[src/sv/dls_pkg.sv]
// Shared types and constants for the dependency level scheduler.
// No dependencies; compiled first.
package dls_pkg;

	// Payload widths
	localparam int TASK_W   = 5;
	localparam int LEVEL_W  = 5;
	localparam int COUNT_W  = 6;

	// Most results that one process command can give
	localparam int RESULT_LIMIT = 32;

	// Command codes
	typedef enum logic [1:0] {
		OP_AFTER   = 2'd0,
		OP_BEFORE  = 2'd1,
		OP_CLEAR   = 2'd2,
		OP_PROCESS = 2'd3
	} op_t;

endpackage

[src/sv/dls_in_if.sv]
// Command channel of the dependency level scheduler.
// Depends on dls_pkg.
interface dls_in_if;
	logic                          valid;
	logic                          ready;
	dls_pkg::op_t                  op;
	logic [dls_pkg::TASK_W-1:0]    subject_task;
	logic [dls_pkg::TASK_W-1:0]    other_task;

	modport source (output valid, output op, output subject_task, output other_task,
		input ready);
	modport sink (input valid, input op, input subject_task, input other_task,
		output ready);
endinterface

[src/sv/dls_out_if.sv]
// Result channel of the dependency level scheduler.
// Depends on dls_pkg.
interface dls_out_if;
	logic                          valid;
	logic                          ready;
	logic [dls_pkg::TASK_W-1:0]    task_id;
	logic [dls_pkg::LEVEL_W-1:0]   bucket_index;
	logic                          cycle_error;
	logic                          last;

	modport source (output valid, output task_id, output bucket_index,
		output cycle_error, output last, input ready);
	modport sink (input valid, input task_id, input bucket_index,
		input cycle_error, input last, output ready);
endinterface

[src/sv/dependency_level_scheduler.sv]
// Dependency level scheduler top level: edge memory, peeling sequencer, result register.
// Depends on dls_pkg, dls_in_if and dls_out_if.
//
// Edge commands add a "runs after" edge to a predecessor bit matrix held in a
// memory with one read and one write port (the row is read, then written back
// with the new bit); clear empties the matrix through per-row valid bits. A
// process command peels the graph in rounds: each round scans rows 0..n-1
// through the one memory read port, one row a cycle, and puts every task whose
// predecessors all sit in earlier rounds into the current bucket. A round that
// adds nothing while tasks remain means a cycle, and one error beat (task 0,
// bucket 0, last) is sent. Otherwise one beat per task follows, in task order,
// and the result side may stall the beats. The block takes no command until a
// process command has loaded its final beat; that beat may still wait in the
// output register while the next command is taken.
// n is task_count capped at MAX_TASKS and 32.
module dependency_level_scheduler #(
	parameter int MAX_TASKS = 32
) (
	input  logic                         clk,
	input  logic                         arst_n,
	dls_in_if.sink                       in_ch,
	dls_out_if.source                    out_ch,
	input  logic                         cfg_we,
	input  logic [dls_pkg::COUNT_W-1:0]  cfg_wdata
);

	localparam int ROWS  = (MAX_TASKS < dls_pkg::RESULT_LIMIT) ? MAX_TASKS
		: dls_pkg::RESULT_LIMIT;
	localparam int IW    = $clog2(ROWS);
	localparam int CW    = $clog2(ROWS) + 1;
	localparam int CNT_W = dls_pkg::COUNT_W;
	localparam int TW    = dls_pkg::TASK_W;
	localparam int LW    = dls_pkg::LEVEL_W;

	typedef enum logic [2:0] {
		S_IDLE,
		S_EDGE,
		S_PEEL,
		S_EMIT,
		S_ERR
	} state_t;

	state_t              state_q;
	logic [CNT_W-1:0]    task_count_q;
	logic [CW-1:0]       cnt_q;
	logic                eval_v_s1;
	logic [IW-1:0]       eval_idx_s1;
	logic [ROWS-1:0]     row_s1;
	logic [ROWS-1:0]     done_q;
	logic [ROWS-1:0]     new_q;
	logic [LW-1:0]       round_q;
	logic [LW-1:0]       level_q [ROWS];
	logic [ROWS-1:0]     row_valid_q;
	logic [IW-1:0]       edge_row_q;
	logic [IW-1:0]       edge_bit_q;
	logic [ROWS-1:0]     pred_mem [ROWS];

	logic                out_valid_q;
	logic [TW-1:0]       out_task_q;
	logic [LW-1:0]       out_bucket_q;
	logic                out_err_q;
	logic                out_last_q;

	logic [CW-1:0]       n_eff;
	logic [ROWS-1:0]     col_mask;
	logic [TW-1:0]       later_task;
	logic [TW-1:0]       earlier_task;
	logic                edge_ok;
	logic [IW-1:0]       rd_addr;
	logic                mem_we;
	logic [ROWS-1:0]     mem_wdata;
	logic [ROWS-1:0]     eval_row;
	logic                eval_hit;
	logic                round_end;
	logic                out_load_ok;
	logic                in_acc;

	// Effective task count and its column mask
	assign n_eff = (task_count_q > CNT_W'(ROWS)) ? CW'(ROWS) : CW'(task_count_q);

	always_comb begin
		for (int j = 0; j < ROWS; j++) begin
			col_mask[j] = (CW'(j) < n_eff);
		end
	end

	// Edge decode: row is the later task, column the earlier one
	assign later_task   = (in_ch.op == dls_pkg::OP_AFTER) ? in_ch.subject_task
		: in_ch.other_task;
	assign earlier_task = (in_ch.op == dls_pkg::OP_AFTER) ? in_ch.other_task
		: in_ch.subject_task;
	assign edge_ok = (CNT_W'(later_task) < CNT_W'(n_eff))
		&& (CNT_W'(earlier_task) < CNT_W'(n_eff));

	assign in_ch.ready = (state_q == S_IDLE);
	assign in_acc      = in_ch.valid && in_ch.ready;

	// Memory port: edge read in idle, row scan while peeling
	assign rd_addr   = (state_q == S_PEEL) ? cnt_q[IW-1:0] : later_task[IW-1:0];
	assign mem_we    = (state_q == S_EDGE);
	assign mem_wdata = (row_valid_q[edge_row_q] ? row_s1 : '0)
		| (ROWS'(1) << edge_bit_q);

	always_ff @(posedge clk) begin
		if (mem_we) begin
			pred_mem[edge_row_q] <= mem_wdata;
		end
		row_s1 <= pred_mem[rd_addr];
	end

	// Task is ready when all its in-range predecessors sit in earlier rounds
	assign eval_row  = row_valid_q[eval_idx_s1] ? row_s1 : '0;
	assign eval_hit  = eval_v_s1 && !done_q[eval_idx_s1]
		&& ((eval_row & col_mask & ~done_q) == '0);
	assign round_end = !eval_v_s1 && (cnt_q == n_eff);

	assign out_load_ok = !out_valid_q || out_ch.ready;

	// Bucket store
	always_ff @(posedge clk) begin
		if (eval_hit) begin
			level_q[eval_idx_s1] <= round_q;
		end
	end

	// Configuration register
	always_ff @(posedge clk or negedge arst_n) begin
		if (!arst_n) begin
			task_count_q <= '0;
		end else if (cfg_we) begin
			task_count_q <= cfg_wdata;
		end
	end

	// Sequencer and result register
	always_ff @(posedge clk or negedge arst_n) begin
		if (!arst_n) begin
			state_q      <= S_IDLE;
			cnt_q        <= '0;
			eval_v_s1    <= 1'b0;
			eval_idx_s1  <= '0;
			done_q       <= '0;
			new_q        <= '0;
			round_q      <= '0;
			row_valid_q  <= '0;
			edge_row_q   <= '0;
			edge_bit_q   <= '0;
			out_valid_q  <= 1'b0;
			out_task_q   <= '0;
			out_bucket_q <= '0;
			out_err_q    <= 1'b0;
			out_last_q   <= 1'b0;
		end else begin
			// emit states either load a new beat or see ready low
			if (out_ch.ready && !(state_q inside {S_EMIT, S_ERR})) begin
				out_valid_q <= 1'b0;
			end
			case (state_q)
				S_IDLE: begin
					if (in_acc) begin
						case (in_ch.op)
							dls_pkg::OP_AFTER, dls_pkg::OP_BEFORE: begin
								edge_row_q <= later_task[IW-1:0];
								edge_bit_q <= earlier_task[IW-1:0];
								if (edge_ok) begin
									state_q <= S_EDGE;
								end
							end
							dls_pkg::OP_CLEAR: begin
								row_valid_q <= '0;
							end
							dls_pkg::OP_PROCESS: begin
								cnt_q     <= '0;
								done_q    <= '0;
								new_q     <= '0;
								round_q   <= '0;
								eval_v_s1 <= 1'b0;
								if (n_eff != '0) begin
									state_q <= S_PEEL;
								end
							end
							default: begin
							end
						endcase
					end
				end
				S_EDGE: begin
					row_valid_q[edge_row_q] <= 1'b1;
					state_q <= S_IDLE;
				end
				S_PEEL: begin
					// issue side
					if (cnt_q != n_eff) begin
						cnt_q       <= cnt_q + 1'b1;
						eval_v_s1   <= 1'b1;
						eval_idx_s1 <= cnt_q[IW-1:0];
					end else begin
						eval_v_s1 <= 1'b0;
					end
					// evaluate side
					if (eval_hit) begin
						new_q[eval_idx_s1] <= 1'b1;
					end
					// round wrap-up
					if (round_end) begin
						cnt_q <= '0;
						if ((done_q | new_q) == col_mask) begin
							state_q <= S_EMIT;
						end else if (new_q == '0) begin
							state_q <= S_ERR;
						end else begin
							done_q  <= done_q | new_q;
							new_q   <= '0;
							round_q <= round_q + 1'b1;
						end
					end
				end
				S_EMIT: begin
					if (out_load_ok) begin
						out_valid_q  <= 1'b1;
						out_task_q   <= TW'(cnt_q);
						out_bucket_q <= level_q[cnt_q[IW-1:0]];
						out_err_q    <= 1'b0;
						out_last_q   <= (CW'(cnt_q + 1'b1) == n_eff);
						cnt_q        <= cnt_q + 1'b1;
						if (CW'(cnt_q + 1'b1) == n_eff) begin
							state_q <= S_IDLE;
						end
					end
				end
				S_ERR: begin
					if (out_load_ok) begin
						out_valid_q  <= 1'b1;
						out_task_q   <= '0;
						out_bucket_q <= '0;
						out_err_q    <= 1'b1;
						out_last_q   <= 1'b1;
						state_q      <= S_IDLE;
					end
				end
				default: begin
					state_q <= S_IDLE;
				end
			endcase
		end
	end

	assign out_ch.valid        = out_valid_q;
	assign out_ch.task_id      = out_task_q;
	assign out_ch.bucket_index = out_bucket_q;
	assign out_ch.cycle_error  = out_err_q;
	assign out_ch.last         = out_last_q;

	// Checks

	// error beat is always a lone, final beat for task 0
	assert property (@(posedge clk) disable iff (!arst_n)
		out_ch.valid && out_ch.cycle_error |-> out_ch.last && (out_ch.task_id == '0))
		else $error("error beat not marked last for task 0");

	// a non-empty process command holds off the next command
	assert property (@(posedge clk) disable iff (!arst_n)
		in_acc && (in_ch.op == dls_pkg::OP_PROCESS) && (n_eff != '0) |=> !in_ch.ready)
		else $error("command taken during processing");

	// while peeling, tasks enter a bucket once, and only tasks below the count
	assert property (@(posedge clk) disable iff (!arst_n)
		(state_q == S_PEEL)
		|-> ((done_q & new_q) == '0) && ((done_q & ~col_mask) == '0))
		else $error("peel sets out of step");

	// a round only advances after a task was placed in it
	assert property (@(posedge clk) disable iff (!arst_n)
		(state_q == S_PEEL) && (round_q != $past(round_q)) && $past(state_q == S_PEEL)
		|-> $past(new_q != '0))
		else $error("empty round advanced");

endmodule
[src/flat_wrapper.sv]
// flat-port wrapper written by rule: the top's interface ports become plain ports
module dependency_level_scheduler_flat 
#(
	parameter int MAX_TASKS = 32
)
  (clk, arst_n, cfg_we, cfg_wdata, in_ch_valid, in_ch_op, in_ch_subject_task, in_ch_other_task, in_ch_ready, out_ch_valid, out_ch_task_id, out_ch_bucket_index, out_ch_cycle_error, out_ch_last, out_ch_ready);
  dls_in_if in_ch_i ();
  dls_out_if out_ch_i ();
  input  logic clk;
  input  logic arst_n;
  input  logic cfg_we;
  input  logic [dls_pkg::COUNT_W-1:0] cfg_wdata;
  input wire logic [$bits(in_ch_i.valid)-1:0] in_ch_valid;
  input wire logic [$bits(in_ch_i.op)-1:0] in_ch_op;
  input wire logic [$bits(in_ch_i.subject_task)-1:0] in_ch_subject_task;
  input wire logic [$bits(in_ch_i.other_task)-1:0] in_ch_other_task;
  output wire logic [$bits(in_ch_i.ready)-1:0] in_ch_ready;
  output wire logic [$bits(out_ch_i.valid)-1:0] out_ch_valid;
  output wire logic [$bits(out_ch_i.task_id)-1:0] out_ch_task_id;
  output wire logic [$bits(out_ch_i.bucket_index)-1:0] out_ch_bucket_index;
  output wire logic [$bits(out_ch_i.cycle_error)-1:0] out_ch_cycle_error;
  output wire logic [$bits(out_ch_i.last)-1:0] out_ch_last;
  input wire logic [$bits(out_ch_i.ready)-1:0] out_ch_ready;
  assign in_ch_i.valid = in_ch_valid;
  assign in_ch_i.op = in_ch_op;
  assign in_ch_i.subject_task = in_ch_subject_task;
  assign in_ch_i.other_task = in_ch_other_task;
  assign in_ch_ready = in_ch_i.ready;
  assign out_ch_valid = out_ch_i.valid;
  assign out_ch_task_id = out_ch_i.task_id;
  assign out_ch_bucket_index = out_ch_i.bucket_index;
  assign out_ch_cycle_error = out_ch_i.cycle_error;
  assign out_ch_last = out_ch_i.last;
  assign out_ch_i.ready = out_ch_ready;
  dependency_level_scheduler #(.MAX_TASKS(MAX_TASKS)) u_core (.clk(clk), .arst_n(arst_n), .in_ch(in_ch_i), .out_ch(out_ch_i), .cfg_we(cfg_we), .cfg_wdata(cfg_wdata));
endmodule
[config.mk]
export PLATFORM = sky130hd
export DESIGN_NAME = dependency_level_scheduler_flat
export DESIGN_NICKNAME = d
export VERILOG_FILES = /design/src/sv/dls_pkg.sv /design/src/sv/dls_in_if.sv /design/src/sv/dls_out_if.sv /design/src/sv/dependency_level_scheduler.sv /design/src/flat_wrapper.sv
export SDC_FILE = /design/constraint.sdc
export NUM_CORES = 2
export LEC_CHECK = 0
export BUFFER_PORTS_ARGS = -buffer_cell sky130_fd_sc_hd__buf_2
export CORE_ASPECT_RATIO = 2
export CORE_MARGIN = 4
export CORE_UTILIZATION = 50
export CTS_CLUSTER_SIZE = 25
export DETAILED_ROUTE_END_ITERATION = 16
export PLACE_DENSITY = 0.65
export SLEW_MARGIN = 10
export SYNTH_ARGS = -nofsm -noshare
export SYNTH_HDL_FRONTEND = slang
export SYNTH_SLANG_ARGS = --single-unit
[constraint.sdc]
create_clock -name clk -period 6 [get_ports clk]
set_input_delay 1.2 -clock clk [delete_from_list [all_inputs] [get_ports clk]]
set_output_delay 1.2 -clock clk [all_outputs]
set_load 0.01 [all_outputs]
==> run metrics <==
asr flop ratio synth a little over a tenth; layout cells sized above 1 around 12%; IO buf count 36; hpwl dp about 96 mm; worst reg2reg setup slack about 1.4 ns; mean area per synthesized cell roughly 14 sq um; worst-path fanout max 12; measured slew at the worst slew-check pin about 1.2 ns; cells after synthesis 3992; Yosys top cell by area edfxtp_1; initial antenna violation count 2; Worst EP required around 6.4 ns; Placer Congestion ~0.96; CP Capture Type register; CTS max path bufs 3; Slew Viols, Final 0; Worst R2R Start u_core.eval_idx_s1[0]; Fin. Hold Viols 0; Vias around 35000; CTS tree done; Leakage between 20 and 25 nW; filler instances about 8800; Clk Latency, worst-skew pair 0.75 ns; Routed Antenna Nets 0; # setup viols final 0; unrepaired setup endpoints after global routing false; Starting DRT DRC Count around 3500; num rows roughly 170; die area 117100 sq um; Synth Net Count 4025; vias in the first global route between 30000 and 40000; H-tree depth 3; Layout area overhead 11.04%; clk root buf clkbuf_16; Final TNS setup 0 ns; clock tree sinks roughly 1400; total grt overflow 0; Initial Utilization 50.52%; Hold Buf Count CTS 0; Layout Skew roughly 0.035 ns; largest net degree at the start of global routing between 100 and 150; Seq/Total Area, Yosys just over 70%; Routed wire per std cell between 20 and 30 microns; GR Util All Layers between 20% and 30%; I/O Pins 37; min-delay worst type in -> async; via/cell ratio around 6.2; first-pass GRT wire length 230.9 mm; Fmax around 0.22 GHz; largest cells by area after synthesis edfxtp_1 64%, dfrtp_1 6.5%, nand2_1 4.0%; worst path arrival time 4.99 ns; Die Wd roughly 240 microns; Initial DRT Pass Iterations 7; Tmin final between 4 and 5 ns; Slew headroom 17.55%; final net count 4026; peak supply drop 373.2 uV; crit path kind reg -> reg; Unique masters post-synth 85; Worst setup SP type register; R2R Path End u_core.level_q[19][4]; Primary FF master, synth edfxtp_1; area share of the largest cell type after synthesis 63.87%; cell area after synthesis 55670 sq um; status finished clean; CTS clock-pin slew for the worst setup and hold paths 0.07 ns; register bit count reported by yosys about 1400; Tcrit/Tclk final about 77%; die height between 400 and 500 microns; final wirelength 159.5 mm; Post-CTS Setup Bufs 0; DR DRC count 0; EDFF count, synth 1184; Power Total 28.98 mW; yosys warns 0; reg2reg path depth 10; number of max-cap violations 0; core area roughly 110000 sq um; Post-CTS Resized 0; Inserted Clock Buffers ~110; PwrDens between 400 and 500 nW/um^2
==> flip-flops by register name (all words and copies together), names as in the netlist, 3 cells and up <==
name and cells:
u_core.level_q 160, u_core.eval_idx_s1 5, u_core.task_count_q 6, u_core.edge_row_q 5, u_core.row_s1 32, u_core.new_q 32, u_core.done_q 32, u_core.edge_bit_q 5
u_core.out_ch.task_id 5, u_core.out_ch.bucket_index 5, u_core.round_q 5, u_core.pred_mem 1024, u_core.cnt_q 6, u_core.row_valid_q 32, u_core.state_q 3
==> Yosys cell counts (all sizes together), types with 10 or more instances <==
library cell  count
edfxtp         1184
nand2           594
a211oi          278
a31oi           263
and2            257
clkbuf          221
nor2            156
dfrtp           145
o22ai           138
inv              73
mux4             72
o21ai            66
buf              60
nor4             50
a21oi            45
a22o             45
a21o             36
nand3            35
dfxtp            32
xnor2            21
mux2             19
nand2b           18
mux2i            16
nor2b            16
ha               10
==> critical path, stage by stage (launching register included) <==
cell and delay (ns):
dfrtp_1 0.69, buf_4 0.38, mux4_2 0.65, nand3_1 0.12, o21ai_0 0.08, nor4_1 0.88
a31oi_1 0.23, nor3b_2 0.46, nand2_1 0.13, buf_4 0.20, nor2_1 0.39
==> area by class of cell <==
cell class / count / area (sq um) / area share [%]
Timing Repair Buffer: 168 / 1385 / 2.241
Antenna cell: 3 / 7.507 / 0.01214
Inverter: 73 / 274.0 / 0.4433
Tap cell: 1479 / 1851 / 2.994
Sequential cell: 1361 / 39830 / 64.43
Clock buffer: 151 / 3019 / 4.884
Multi-Input combinational cell: 2277 / 14840 / 24.01
Clock inverter: 62 / 611.8 / 0.9898
==> worst max path at each step <==
stage / from / endpoint / slack [ns] / depth (start not counted)
finish: u_core.eval_idx_s1[0] / u_core.level_q[19][4] / 1.38 / 10
global route: u_core.eval_idx_s1[0] / u_core.level_q[19][3] / 1.29 / 10
CTS: u_core.eval_idx_s1[0] / u_core.level_q[19][3] / 1.50 / 10
detailed placement: in_ch_op[1] / u_core.state_q[0] / 1.31 / 12
global placement: in_ch_op[1] / u_core.state_q[0] / 1.20 / 12
floorplan: in_ch_op[1] / u_core.state_q[0] / 1.89 / 12
==> per-layer routing <==
layer,GRT usage (%),part of all wire (%),vias to the layer above
met5,0,0.0082,-
met4,17.54,7.6,2
met1,29.20,34,17740
met2,48.58,53,1397
met3,4.095,6.0,468
li1,-,-,15220
==> layout by cell type (no fill, tap or decap), types with 19 or more instances in the layout <==
master     count
and2_1       241
nor2_1       123
clkbuf_16    112
mux4_2        72
xnor2_1       21
nor4_1        48
edfxtp_1    1184
o21ai_0       47
clkbuf_1      32
buf_2         35
a22o_1        45
buf_4        116
a21o_1        35
nor2_4        32
nand2_1      590
a31oi_1      263
a21oi_1       43
nand3_1       31
clkinv_2      28
o22ai_1      138
dfrtp_1      143
inv_1         73
dfxtp_1       32
mux2_2        19
a211oi_1     278
==> cell families after synthesis <==
| group | Yosys count | synth area share [%] |
|---|---|---|
| adders and majority gates | 10 | 0.2248 |
| DFF | 1361 | 71.53 |
| xor gates and xnor gates | 30 | 0.4967 |
| AOI/OAI and AO/OA | 939 | 11.53 |
| muxes | 107 | 3.585 |
| buffers and inverters | 354 | 2.524 |
| and+or+nand+nor | 1191 | 10.11 |
==> per-stage QoR <==
stage / std cells / hold WS, ns / utilization (%) / cell area [sq um] / setup slack, ns
final: 5574 / 0.4056 / 56.10 / 61820 / 1.384
after CTS: 5570 / 0.3738 / 56.05 / 61760 / 1.502
after global placement: 5357 / 0.4588 / 52.75 / 58130 / 1.201
after floorplan: 3992 / 0.4612 / - / 55670 / 1.885
after global routing: 5572 / 0.4178 / 56.10 / 61810 / 1.286
after detailed placement: 5357 / 0.4700 / 52.75 / 58130 / 1.310
==> report_power, final <==
part	internal, mW	switching [mW]
clock	3.91	3.40
sequential	13.3	0.728
combinational	2.05	5.58
total	19.3	9.71
No activity file was read; power rests on OpenSTA's default activity.
